## src/rtl/spq_pkg.sv

```systemverilog
// Package for the sorted priority queue: sizes, codes, beat and control structs.
// No dependencies; every other file of the block uses it by scoped names.
`timescale 1ns / 1ps
package spq_pkg;

	// queue geometry
	localparam int DEPTH       = 8;
	localparam int DATA_WIDTH  = 16;
	localparam int PRIO_WIDTH  = 16;
	localparam int COUNT_WIDTH = 4;
	localparam int CNT_W       = $clog2(DEPTH + 1);

	// command codes
	typedef enum logic [0:0] {
		CMD_ENQ = 1'b0,
		CMD_DEQ = 1'b1
	} cmd_code_t;

	// result status codes
	typedef enum logic [1:0] {
		STAT_DONE  = 2'd0,
		STAT_FULL  = 2'd1,
		STAT_EMPTY = 2'd2
	} status_t;

	// occupancy state of the controller
	typedef enum logic [1:0] {
		S_EMPTY,
		S_PARTIAL,
		S_FULL
	} occ_state_t;

	// input beat
	typedef struct packed {
		cmd_code_t                     command;
		logic [DATA_WIDTH-1:0]         data_in;
		logic signed [PRIO_WIDTH-1:0]  priority_in;
	} spq_in_t;

	// output beat
	typedef struct packed {
		status_t                       status;
		logic [DATA_WIDTH-1:0]         data_out;
		logic signed [PRIO_WIDTH-1:0]  priority_out;
		logic [COUNT_WIDTH-1:0]        count;
		logic                          full_res;
		logic                          empty_res;
	} spq_out_t;

	// controller to datapath commands
	typedef struct packed {
		logic             insert;
		logic             remove;
		logic             load_rsp;
		status_t          status;
		logic [CNT_W-1:0] fill;
		logic [CNT_W-1:0] fill_next;
		logic             full_next;
		logic             empty_next;
	} spq_dp_cmd_t;

endpackage

```

## src/rtl/spq_ctrl.sv

```systemverilog
// Controller of the sorted priority queue: occupancy state machine, fill count,
// command decode and output beat valid. Depends on spq_pkg.
`timescale 1ns / 1ps
module spq_ctrl (
	input  logic                 clk,
	input  logic                 arst_n,
	input  logic                 cmd_valid,
	output logic                 cmd_ready,
	input  spq_pkg::cmd_code_t   command,
	output logic                 rsp_valid,
	input  logic                 rsp_ready,
	output spq_pkg::spq_dp_cmd_t dp_cmd
);

	spq_pkg::occ_state_t            state_q, state_d;
	logic [spq_pkg::CNT_W-1:0]      fill_q, fill_d;
	logic                           rsp_valid_q;
	logic                           accept;

	// take a new beat whenever the result register is free or draining
	assign cmd_ready = !rsp_valid_q || rsp_ready;
	assign accept    = cmd_valid && cmd_ready;
	assign rsp_valid = rsp_valid_q;

	// decode the command against the occupancy state
	always_comb begin
		dp_cmd          = '0;
		dp_cmd.status   = spq_pkg::STAT_DONE;
		dp_cmd.fill     = fill_q;
		dp_cmd.load_rsp = accept;
		fill_d          = fill_q;
		if (accept) begin
			case (command)
				spq_pkg::CMD_ENQ: begin
					if (state_q == spq_pkg::S_FULL) begin
						dp_cmd.status = spq_pkg::STAT_FULL;
					end else begin
						dp_cmd.insert = 1'b1;
						fill_d        = fill_q + spq_pkg::CNT_W'(1);
					end
				end
				spq_pkg::CMD_DEQ: begin
					if (state_q == spq_pkg::S_EMPTY) begin
						dp_cmd.status = spq_pkg::STAT_EMPTY;
					end else begin
						dp_cmd.remove = 1'b1;
						fill_d        = fill_q - spq_pkg::CNT_W'(1);
					end
				end
				default: begin
					dp_cmd.status = spq_pkg::STAT_DONE;
				end
			endcase
		end
		dp_cmd.fill_next  = fill_d;
		dp_cmd.full_next  = (fill_d == spq_pkg::CNT_W'(spq_pkg::DEPTH));
		dp_cmd.empty_next = (fill_d == '0);
	end

	// next occupancy state from the updated count
	always_comb begin
		if (fill_d == '0) begin
			state_d = spq_pkg::S_EMPTY;
		end else if (fill_d == spq_pkg::CNT_W'(spq_pkg::DEPTH)) begin
			state_d = spq_pkg::S_FULL;
		end else begin
			state_d = spq_pkg::S_PARTIAL;
		end
	end

	// control registers
	always_ff @(posedge clk or negedge arst_n) begin
		if (!arst_n) begin
			state_q     <= spq_pkg::S_EMPTY;
			fill_q      <= '0;
			rsp_valid_q <= 1'b0;
		end else begin
			state_q <= state_d;
			fill_q  <= fill_d;
			if (accept) begin
				rsp_valid_q <= 1'b1;
			end else if (rsp_ready) begin
				rsp_valid_q <= 1'b0;
			end
		end
	end

endmodule

```

## src/rtl/spq_dp.sv

```systemverilog
// Datapath of the sorted priority queue: sorted slot registers with per-slot
// compare and shift, and the output beat register. Depends on spq_pkg.
`timescale 1ns / 1ps
module spq_dp (
	input  logic                 clk,
	input  spq_pkg::spq_dp_cmd_t dp_cmd,
	input  spq_pkg::spq_in_t     cmd,
	output spq_pkg::spq_out_t    rsp
);

	logic [spq_pkg::DATA_WIDTH-1:0]        data_q [spq_pkg::DEPTH];
	logic signed [spq_pkg::PRIO_WIDTH-1:0] prio_q [spq_pkg::DEPTH];
	logic [spq_pkg::DEPTH-1:0]             gt;
	spq_pkg::spq_out_t                     rsp_q;

	// slot keeps its place when it is live and strictly outranks the new entry
	always_comb begin
		for (int i = 0; i < spq_pkg::DEPTH; i++) begin
			gt[i] = (spq_pkg::CNT_W'(i) < dp_cmd.fill) && (prio_q[i] > cmd.priority_in);
		end
	end

	// per-slot insert or shift
	for (genvar i = 0; i < spq_pkg::DEPTH; i++) begin : g_slot
		logic take_new;
		logic [spq_pkg::DATA_WIDTH-1:0]        up_data;
		logic signed [spq_pkg::PRIO_WIDTH-1:0] up_prio;
		logic [spq_pkg::DATA_WIDTH-1:0]        dn_data;
		logic signed [spq_pkg::PRIO_WIDTH-1:0] dn_prio;

		if (i == 0) begin : g_head
			assign take_new = 1'b1;
			assign up_data  = cmd.data_in;
			assign up_prio  = cmd.priority_in;
		end else begin : g_body
			assign take_new = gt[i-1];
			assign up_data  = data_q[i-1];
			assign up_prio  = prio_q[i-1];
		end

		if (i == spq_pkg::DEPTH - 1) begin : g_tail
			assign dn_data = data_q[i];
			assign dn_prio = prio_q[i];
		end else begin : g_mid
			assign dn_data = data_q[i+1];
			assign dn_prio = prio_q[i+1];
		end

		always_ff @(posedge clk) begin
			if (dp_cmd.insert && !gt[i]) begin
				if (take_new) begin
					data_q[i] <= cmd.data_in;
					prio_q[i] <= cmd.priority_in;
				end else begin
					data_q[i] <= up_data;
					prio_q[i] <= up_prio;
				end
			end else if (dp_cmd.remove) begin
				data_q[i] <= dn_data;
				prio_q[i] <= dn_prio;
			end
		end
	end

	// output beat register
	always_ff @(posedge clk) begin
		if (dp_cmd.load_rsp) begin
			rsp_q.status       <= dp_cmd.status;
			rsp_q.data_out     <= dp_cmd.remove ? data_q[0] : '0;
			rsp_q.priority_out <= dp_cmd.remove ? prio_q[0] : '0;
			rsp_q.count        <= spq_pkg::COUNT_WIDTH'(dp_cmd.fill_next);
			rsp_q.full_res     <= dp_cmd.full_next;
			rsp_q.empty_res    <= dp_cmd.empty_next;
		end
	end

	assign rsp = rsp_q;

endmodule

```

## src/rtl/sorted_priority_queue.sv

```systemverilog
// Top level of the sorted priority queue: joins controller and datapath.
// Depends on spq_pkg, spq_ctrl and spq_dp.
//
//   channel  signals                      beat type
//   command  cmd_valid, cmd_ready, cmd    spq_pkg::spq_in_t
//   result   rsp_valid, rsp_ready, rsp    spq_pkg::spq_out_t
//
// One command per cycle while results are taken: the queue update and the result
// register load both happen at the accepting edge; the result shows the next cycle.
// Every slot compares with the new priority in parallel and shifts in one step.
// Reset clears the count and the result valid; slot contents are not cleared.
// A stalled result holds cmd_ready low until it is taken or taken in the same cycle.
`timescale 1ns / 1ps
module sorted_priority_queue (
	input  logic              clk,
	input  logic              arst_n,
	input  logic              cmd_valid,
	output logic              cmd_ready,
	input  spq_pkg::spq_in_t  cmd,
	output logic              rsp_valid,
	input  logic              rsp_ready,
	output spq_pkg::spq_out_t rsp
);

	spq_pkg::spq_dp_cmd_t dp_cmd;

	// control
	spq_ctrl u_ctrl (
		.clk       (clk),
		.arst_n    (arst_n),
		.cmd_valid (cmd_valid),
		.cmd_ready (cmd_ready),
		.command   (cmd.command),
		.rsp_valid (rsp_valid),
		.rsp_ready (rsp_ready),
		.dp_cmd    (dp_cmd)
	);

	// storage and result
	spq_dp u_dp (
		.clk    (clk),
		.dp_cmd (dp_cmd),
		.cmd    (cmd),
		.rsp    (rsp)
	);

endmodule
```

## config.mk

```make
export PLATFORM = sky130hd
export DESIGN_NAME = sorted_priority_queue
export DESIGN_NICKNAME = d
export VERILOG_FILES = /design/src/rtl/spq_pkg.sv /design/src/rtl/spq_ctrl.sv /design/src/rtl/spq_dp.sv /design/src/rtl/sorted_priority_queue.sv
export SDC_FILE = /design/constraint.sdc
export NUM_CORES = 1
export LEC_CHECK = 0
export BUFFER_PORTS_ARGS = -buffer_cell sky130_fd_sc_hd__buf_2
export CAP_MARGIN = 30
export CORE_MARGIN = 2
export CORE_UTILIZATION = 55
export CTS_CLUSTER_DIAMETER = 120
export CTS_CLUSTER_SIZE = 20
export DETAILED_ROUTE_END_ITERATION = 12
export HOLD_SLACK_MARGIN = 0.02
export PLACE_DENSITY_LB_ADDON = 0.05
export SYNTH_ARGS = -nofsm -noshare
export SYNTH_HDL_FRONTEND = slang
export SYNTH_HIERARCHICAL = 1
export SYNTH_SLANG_ARGS = --single-unit
```

## constraint.sdc

```tcl
create_clock -name clk -period 6 [get_ports clk]
set_input_delay 1.2 -clock clk [delete_from_list [all_inputs] [get_ports clk]]
set_output_delay 1.2 -clock clk [all_outputs]
set_load 0.05 [all_outputs]
```

==> reports/results.ini, run 1 <==
[synthesis]
syn_inst=1350
synth_cell_types=80
synth-edff-count=296
synth.largest_area_cell=edfxtp_1
synth_compound_area_share_pct=19.01
yosysSeqAreaShare_pct=53.26
ys_warn_count=6
synth-seq-cells=303
async_reset_ff_share_pct=2.310
synth.avg_cell_area_sq_um=12.61
synth_simple_gate_area_share_pct=8.683
synthMuxAreaShare_pct=5.000
ys.flop_type=edfxtp_1
yosysTopAreaCellShare_pct=52.23
synth_area_leaders=edfxtp_1 52%, ha_1 9.6%, a22oi_1 4.2%, a221o_1 3.9%, o31ai_1 2.9%
synth_most_common_cell=edfxtp_1
synth_nets=1517
synthTopCellsByCount=296 x edfxtp_1, 130 x ha_1, 96 x a22oi_1, 88 x a21oi_1, 66 x a221o_1
netlist_area_sq_mm=0.01702
synthAdderAreaFrac_pct=9.558
synth_top_family_by_area=compound AO/OA/AOI/OAI gates
synthXorXnorAreaFrac_pct=0.3529

[critical_path]
path_class=in -> reg
path_cells=buf_2, inv_1, ha_1, a21oi_1, o21a_1, o21ai_0, a221o_1, mux2i_2, or3b_1, buf_4, o22ai_1, a21oi_1
cpPeakStageDelay_ns=0.62
arrival_ns=4.83
endpoint_kind=flop
critical-path-slowest-cell=mux2i_2
critPathMaxFanout=23
critPathMostFrequentCell=a21oi_1
crit_required_ns=6.38
startpoint_type=input pin

[clock_network]
cts_tree=yes
cts_resized=0
clock_sinks=303
clk-insertion-delay-late_ns=0.54
postCtsSetupBuffers=0
numCtsBuffers=19
clk_path_buf_depth=3
clockRootBuffer=clkbuf_16
cts_hold_buf=0
cts.htree.levels=1
cts.reportedPaths.clkPinSlew_ns=0.09

[route]
route.detailed.drc=0
routed_via_density=6.864
detail_route.wl_per_cell_um=28.97
first_iter_violations=1196
vias=12390
ant_nets=0
wl_um=52290
first_pass_iters=5

[grt]
grt_pass1_wl_um=78020
grt_max_degree=47
grt_pass1_vias=12130
antenna_found_initial=1
grt_overflow=0
grt_use_total_pct=31.87

[sta]
rsz0062_at_grt=false
min_period_ns=4.453
tightestPinTransition_ns=1.005
slew_headroom_pct=32.98
hold_viol=0
fmax_mhz=224.6
period_share_pct=74.22
final.setup.worst_slack_ns=1.547
drv_slew=0
fin_tns_setup_ns=0
finalSetupViolations=0
finClkSkew_ns=0.02968

[finish]
area_growth_pct=8.095
layout-drive-gt1-share_pct=16.96
fin_area_sq_mm=0.01840
fin_nets=1568
num_antenna_cells=0

[power_and_ir_drop]
swShare_pct=35.95
power_density_mw_per_mm2=351.6
p_int_uw=4143
pwr-share-clk_pct=20.4
power.share.combinational_pct=30.6
seqPwrFrac_pct=49.0
p_leak_uw=0.006723
ir_drop_mv=0.2078
power_switching_uw=2325

[outcome]
outcome=completed

[floorplanning]
start_util_pct=55.78
rows=64
chipHeight_um=179.9
core_area_sq_mm=0.03051
dieWidth_um=179.9
die_area_sq_mm=0.03236
io_pins=79

[placed_design]
post-place-ws_ns=1.048
postPlaceCellArea_sq_mm=0.01786
port-buffer-count=78
post-dp-hpwl_um=34300
gp_congestion=1.013

[worst_hold_path]
hp-class=in -> async

[job]
cap_violations=0

[worst max-delay path, delay by kind of cell]
kind | cells | cell delay [ns]
AO/OA/AOI/OAI | 6 | 1.17
adder cells (fa/ha/maj) | 1 | 0.36
buffers and inverters | 3 | 0.95
multiplexers | 1 | 0.62
AND/OR/NAND/NOR | 1 | 0.50
[metal layers]
| metal | GRT usage, % | vias up | routed length (um) |
|---|---|---|---|
| met2 | 51.91 | 640 | 24480 |
| met1 | 42.70 | 6110 | 21040 |
| met4 | 12.75 | 0 | 2342 |
| met5 | 0 | - | 0 |
| met3 | 5.409 | 127 | 4432 |
| li1 | - | 5512 | - |
[sequential cells by signal, indices dropped and copies added (netlist names)]
name and flops:
u_ctrl/rsp_valid 1, u_ctrl/state_q 2, u_dp/data_q 128, u_dp/prio_q 128, u_ctrl/fill_q 4, u_dp/rsp 40
[through the flow]
step | total power [uW] | util (%) | cells | hold WS, ns
global placement | 5099 | 58.49 | 1775 | 0.5411
floorplan | 4421 | - | 1350 | 0.5095
finish | 6468 | 60.29 | 1805 | 0.4928
detailed placement | 5149 | 58.54 | 1776 | 0.5449
global route | 6748 | 60.29 | 1805 | 0.4835
CTS | 6461 | 60.29 | 1805 | 0.4766
[layout make-up]
cell class	instances	area, sq um
clock buffer	27	505.5
multi-input combinational	907	7318
inverter	58	217.7
fill	2468	12110
timing repair buffer	112	765.7
sequential	303	9064
tap	396	495.5
clock inverter	2	28.78
[worst paths after layout]
check	start	endpoint	slack, ns	cells after the start
max	cmd[9]	u_dp/prio_q[1][5]	1.55	12
min	arst_n	u_ctrl/fill_q[3]	0.49	1
max reg2reg	u_dp/prio_q[0][15]	u_dp/data_q[0][31]	2.27	9
min reg2reg	u_dp/data_q[0][2]	u_dp/rsp[24]	0.56	1
max in group asynchronous	arst_n	u_ctrl/fill_q[2]	5.34	1
min in group clk	u_dp/data_q[0][2]	u_dp/rsp[24]	0.56	1
[placed cells by master (no fill, tap or decap), drive strengths merged, types with 5 or more instances in the layout]
master / instances
nor4: 9
ha: 130
nand3: 13
a21o: 5
nor2: 30
nor2b: 8
o22ai: 32
o211ai: 10
a221o: 66
mux2: 62
and2: 65
a22oi: 96
o31ai: 66
inv: 60
edfxtp: 296
buf: 112
nand4: 24
dfrtp: 7
nand2: 46
o21ai: 54
a21oi: 90
clkbuf: 27
nor3: 43
[power by group through the flow]
stage / sequential (uW) / combinational (uW) / clock [uW]
4_1_cts: 3160 / 1950 / 1350
6_report: 3170 / 1980 / 1320
5_1_grt: 3200 / 2130 / 1420
3_5_place_dp: 3200 / 1950 / 0
2_1_floorplan: 3150 / 1270 / 0
3_3_place_gp: 3200 / 1900 / 0
[kinds of logic (layout without fill, tap and decap cells)]
group,after synthesis,count (layout)
flip-flops,303,303
buffers and inverters,140,199
multiplexers,66,66
AND/OR/NAND/NOR,260,260
XOR/XNOR,6,6
AO/OA/AOI/OAI,445,445
adder cells (fa/ha/maj),130,130
Power figures use the tool's default switching activity.
==> run 2, diff against run 1 <==
Clock period 6 ns to 4.31 ns, I/O delays scaled along.
==> reports/results.ini, run 2 (synthesized netlist as in run 1, its figures left out) <==
[finish]
final_util_pct=61.57  ; +1.3 points
fin_nets=1608  ; +2.6%
regArea_sq_mm=0.009064  ; unchanged
area_growth_pct=10.37
final_cell_mix=296 x edfxtp_1, 130 x ha_1, 96 x a22oi_1
final_common_cell=edfxtp_1
fillCellCount=2505  ; +1.5%
multi_input_area_sq_mm=0.007318  ; unchanged
layout-drive-gt1-share_pct=19.28  ; +2.3 points

[power_and_ir_drop]
p_int_uw=5826  ; +41%
power_density_mw_per_mm2=478.7  ; +36%
power.share.combinational_pct=30.5  ; about the same
pwr-share-clk_pct=20.4  ; about the same
seqPwrFrac_pct=49.1  ; about the same
power_switching_uw=3167  ; +36%
ir_drop_mv=0.3249  ; +56%
swShare_pct=35.22  ; -0.74 points
p_leak_uw=0.006944  ; +3.3%

[critical_path]
cpPeakStageDelay_ns=0.42  ; -0.20 ns
cp_top_family=compound AO/OA/AOI/OAI gates
endpoint_kind=flop
path_buf_inv=4  ; +1
startpoint_type=input pin
critical-path-slowest-cell=o21ai_0
path_cells=buf_2, inv_1, buf_4, ha_1, a21oi_1, o21ai_0, a21oi_1, o21ai_1, o21ai_1, nand2_1, buf_12, mux2_2
critPathMaxFanout=18  ; -22%
crit_required_ns=4.57  ; -1.81 ns
path_class=in -> reg
arrival_ns=3.90  ; -0.93 ns

[route]
detail_route.wl_per_cell_um=26.89  ; -7.2%
wl_um=49590  ; -5.2%
route.detailed.drc=0  ; unchanged
vias=12480  ; +0.70%
first_pass_iters=7  ; +2
routed_via_density=6.766  ; -1.4%
ant_nets=0  ; unchanged
first_iter_violations=1239  ; +3.6%

[sta]
fmax_mhz=274.9
finClkSkew_ns=0.01939  ; -0.01030 ns
slew_headroom_pct=38.78  ; +5.8 points
rsz0062_at_grt=false
finalSetupViolations=0  ; unchanged
tightestPinTransition_ns=0.9170  ; -0.08829 ns
min_period_ns=3.638
drv_slew=0  ; unchanged
fin_tns_setup_ns=0  ; unchanged
hold_viol=0  ; unchanged
period_share_pct=84.41

[outcome]
outcome=completed

[grt]
grt_max_degree=55  ; +17%
grt_overflow=0  ; unchanged
grt_pass1_vias=12210  ; +0.68%
antenna_found_initial=2  ; +1
grt_pass1_wl_um=75620  ; -3.1%
grt_use_total_pct=30.44  ; -1.4 points

[floorplanning]
dieWidth_um=179.9  ; unchanged
chipHeight_um=179.9  ; unchanged
rows=64  ; unchanged
io_pins=79  ; unchanged
die_area_sq_mm=0.03236  ; unchanged
core_area_sq_mm=0.03051  ; unchanged
start_util_pct=55.78  ; unchanged

[clock_network]
cts.reportedPaths.clkPinSlew_ns=0.08  ; about the same
cts.htree.levels=1  ; unchanged
clk_path_buf_depth=3  ; unchanged
cts_hold_buf=0  ; unchanged
cts_resized=0  ; unchanged
postCtsSetupBuffers=0  ; unchanged
clock_sinks=303  ; unchanged
clk-insertion-delay-late_ns=0.53  ; about the same
clockRootBuffer=clkbuf_16
numCtsBuffers=19  ; unchanged
cts_tree=yes

[job]
cap_violations=0  ; unchanged

[worst_hold_path]
hp-class=in -> async

[placed_design]
post-dp-hpwl_um=34760  ; +1.3%
gp_congestion=0.8976  ; -11%
port-buffer-count=78  ; unchanged

==> run 2: changes by cell type in the layout (fill, tap and decap cells not counted), sizes merged <==
cell	delta
clkbuf	-2
diode	+1
buf	+40
==> run 2: worst paths after layout <==
kind | cells after the start | from | slack (ns) | end
max in group asynchronous | 1 | arst_n | 3.98 | u_ctrl/fill_q[2]
worst min register to register | 1 | u_dp/data_q[0][7] | 0.57 | u_dp/rsp[29]
min in group clk | 1 | u_dp/data_q[0][7] | 0.57 | u_dp/rsp[29]
worst max-delay path | 12 | cmd[1] | 0.67 | u_dp/prio_q[0][7]
worst max register to register | 11 | u_dp/prio_q[1][63] | 0.99 | u_dp/prio_q[1][59]
worst min-delay path | 1 | arst_n | 0.16 | u_ctrl/fill_q[1]
==> run 2: final cells by class <==
class / count / share of cell area (%)
diodes: 1 / 0.01332
clock buffers: 25 / 2.651
clock inverters: 2 / 0.1532
inverters: 58 / 1.159
multi-input cells: 907 / 38.96
flip-flops and latches: 303 / 48.25
well taps: 396 / 2.638
repair buffers: 152 / 6.168
==> run 2: power groups by stage <==
stage | registers [uW] | clock network (uW) | logic [uW]
after floorplan | 4380 | 0 | 1780
after global placement | 4470 | 0 | 2630
after detailed placement | 4470 | 0 | 2710
after CTS | 4410 | 1870 | 2720
after global routing | 4470 | 1950 | 2970
final | 4420 | 1830 | 2740
==> run 2: stage by stage <==
step	cells	hold WS (ns)	total power [uW]	setup WS [ns]	area [sq um]
detailed placement	1816	0.5479	7177	0.1700	18250
floorplan	1350	0.5095	6154	0.1056	17020
CTS	1843	0.1500	9000	0.7306	18780
global placement	1816	0.5369	7096	0.1830	18250
finish	1844	0.1597	8992	0.6719	18780
global route	1843	0.1656	9395	0.5256	18780
==> run 2: routing by layer <==
layer	global-route usage [%]	routed length, um	part of all wire [%]	up-vias
li1	-	-	-	5606
met4	13.27	2314	4.7	0
met2	48.90	23170	47	638
met5	0	0	0	-
met3	3.606	3714	7.5	98
met1	41.98	20390	41	6134
==> run 2: worst reg2reg max path: cells and delay by family, from the launching register on <==
family          cells  cell delay [ns]
mux                 1             0.34
simple gates        3             0.51
compound gates      3             0.67
fa+ha+maj           1             0.40
flops               1             0.44
buf+inv             2             0.41
xor+xnor            1             0.29
==> run 3, diff against run 2 <==
Clock period 4.31 ns to 3.5 ns, I/O delays scaled along.
==> reports/results.ini, run 3 (synthesized netlist as in run 1, its figures left out) <==
[outcome]
outcome=completed

[finish]
multi_input_area_sq_mm=0.007418  ; +1.4%
area_growth_pct=16.30
layout-drive-gt1-share_pct=26.06  ; +6.8 points
num_antenna_cells=0  ; -1
fillCellCount=2371  ; -5.3%
final_util_pct=64.87  ; +3.3 points
final_common_cell=edfxtp_1
regArea_sq_mm=0.009064  ; unchanged
fin_nets=1692  ; +5.2%
final_cell_mix=296 x edfxtp_1, 128 x ha_1, 119 x buf_4

[clock_network]
postCtsSetupBuffers=0  ; unchanged
clockRootBuffer=clkbuf_16
cts.reportedPaths.clkPinSlew_ns=0.08  ; about the same
numCtsBuffers=19  ; unchanged
clock_sinks=303  ; unchanged
clk-insertion-delay-late_ns=0.54  ; about the same
clk_path_buf_depth=3  ; unchanged
cts_tree=yes
cts.htree.levels=1  ; unchanged

[floorplanning]
die_area_sq_mm=0.03236  ; unchanged
start_util_pct=55.78  ; unchanged
rows=64  ; unchanged
core_area_sq_mm=0.03051  ; unchanged
io_pins=79  ; unchanged
chipHeight_um=179.9  ; unchanged
dieWidth_um=179.9  ; unchanged

[sta]
slew_headroom_pct=38.93  ; +0.15 points
rsz0062_at_grt=false
fmax_mhz=310.4
finClkSkew_ns=0.02490  ; +0.005509 ns
finalSetupViolations=0  ; unchanged
drv_slew=0  ; unchanged
final.setup.worst_slack_ns=0.2779  ; -0.3941 ns
tightestPinTransition_ns=0.9147  ; -0.002300 ns
period_share_pct=92.06
min_period_ns=3.222
hold_viol=0  ; unchanged

[route]
ant_nets=0  ; unchanged
routed_via_density=6.579  ; -2.8%
first_iter_violations=1230  ; -0.73%
detail_route.wl_per_cell_um=25.70  ; -4.4%
vias=12680  ; +1.6%
first_pass_iters=5  ; -2
route.detailed.drc=0  ; unchanged
wl_um=49530  ; -0.13%

[critical_path]
crit_required_ns=3.76  ; -0.81 ns
arrival_ns=3.48  ; -0.42 ns
startpoint_type=input pin
cp_top_family=simple AND/OR/NAND/NOR gates
path_buf_inv=3  ; -1
critPathMaxFanout=32  ; +14
path_class=in -> reg
r2r-start=u_dp/prio_q[0][19]
endpoint_kind=flop
critical-path-slowest-cell=or2_4
crit_start=cmd[15]
cpPeakStageDelay_ns=0.52  ; +0.10 ns
path_cells=buf_2, clkinvlp_4, buf_4, ha_1, nand4_2, nor4_1, nor3_1, nand4_1, o211ai_2, nor2b_2, or2_4, o21ai_0

[placed_design]
post-dp-hpwl_um=35070  ; +0.89%
port-buffer-count=78  ; unchanged
post-place-ws_ns=-0.1897  ; -0.3597 ns
gp_congestion=0.8597  ; -4.2%

[power_and_ir_drop]
power_density_mw_per_mm2=576.6  ; +20%
total_power_uw=11410  ; +27%
p_leak_uw=0.007482  ; +7.7%
ir_drop_mv=0.3635  ; +12%

[job]
cap_violations=0  ; unchanged

[grt]
grt_pass1_wl_um=76130  ; +0.67%
grt_max_degree=51  ; -7.3%
grt_use_total_pct=30.30  ; -0.14 points
antenna_found_initial=0  ; -2
grt_overflow=0  ; unchanged
grt_pass1_vias=12640  ; +3.5%

[worst_hold_path]
hp-start=cmd_valid
hp-class=in -> reg

## run 3: cell count changes in the layout (fill, tap and decap cells not counted), sizes merged
| cell | before | now |
|---|---|---|
| buf | 152 | 235 |
| clkinvlp | 0 | 4 |
| diode | 1 | 0 |
| dlygate4sd3 | 0 | 1 |
| inv | 60 | 56 |
## run 3: timing repair
item	in CTS	in global routing
hold buffers	1	0
hold endpoints to repair	7	0
gates resized for setup	0	0
## run 3: worst paths after layout
path / depth (start not counted) / end / slack, ns
max: 12 / u_dp/data_q[0][62] / 0.28
min: 3 / u_ctrl/rsp_valid / 0.47
max reg2reg: 11 / u_dp/prio_q[0][26] / 0.29
min reg2reg: 2 / u_dp/data_q[1][18] / 0.57
max in group asynchronous: 2 / u_ctrl/fill_q[2] / 2.80
min in group asynchronous: 2 / u_ctrl/fill_q[0] / 0.53
## run 3: stage by stage
stage	hold WS (ns)	TNS, ns	std cells	cell area [sq um]
finish	0.4667	0	1927	19790
global route	0.4896	0	1927	19790
CTS	0.4589	0	1927	19790
detailed placement	0.5475	-17.50	1899	19250
global placement	0.5397	-9.240	1899	19250
floorplan	0.4044	-23.75	1350	17140
## run 3: final cells by class
| type | instances | share of cell area (%) |
|---|---|---|
| repair buffers | 236 | 10.38 |
| multi-input cells | 907 | 37.48 |
| inverters | 58 | 1.176 |
| clock buffers | 25 | 2.516 |
| well taps | 396 | 2.503 |
| clock inverters | 2 | 0.1454 |
| flip-flops and latches | 303 | 45.80 |
## run 3: tightest hold or removal path, stage by stage
cell	delay, ns
buf_2	0.14
inv_2	0.06
nand2_1	0.06
## run 3: power by group
group          total (uW)  switching (uW)  internal, uW  leakage, uW
Combinational        3750            2190          1560      0.00435
Sequential           5410             534          4870      0.00287
Clock                2260            1240          1020     0.000256
## run 3: layer usage
layer,GRT usage (%),up-vias,routed length [um]
li1,-,5765,-
met1,41.64,6225,20480
met2,49.67,589,23460
met3,3.323,99,3479
met4,11.97,0,2101
met5,0,-,0
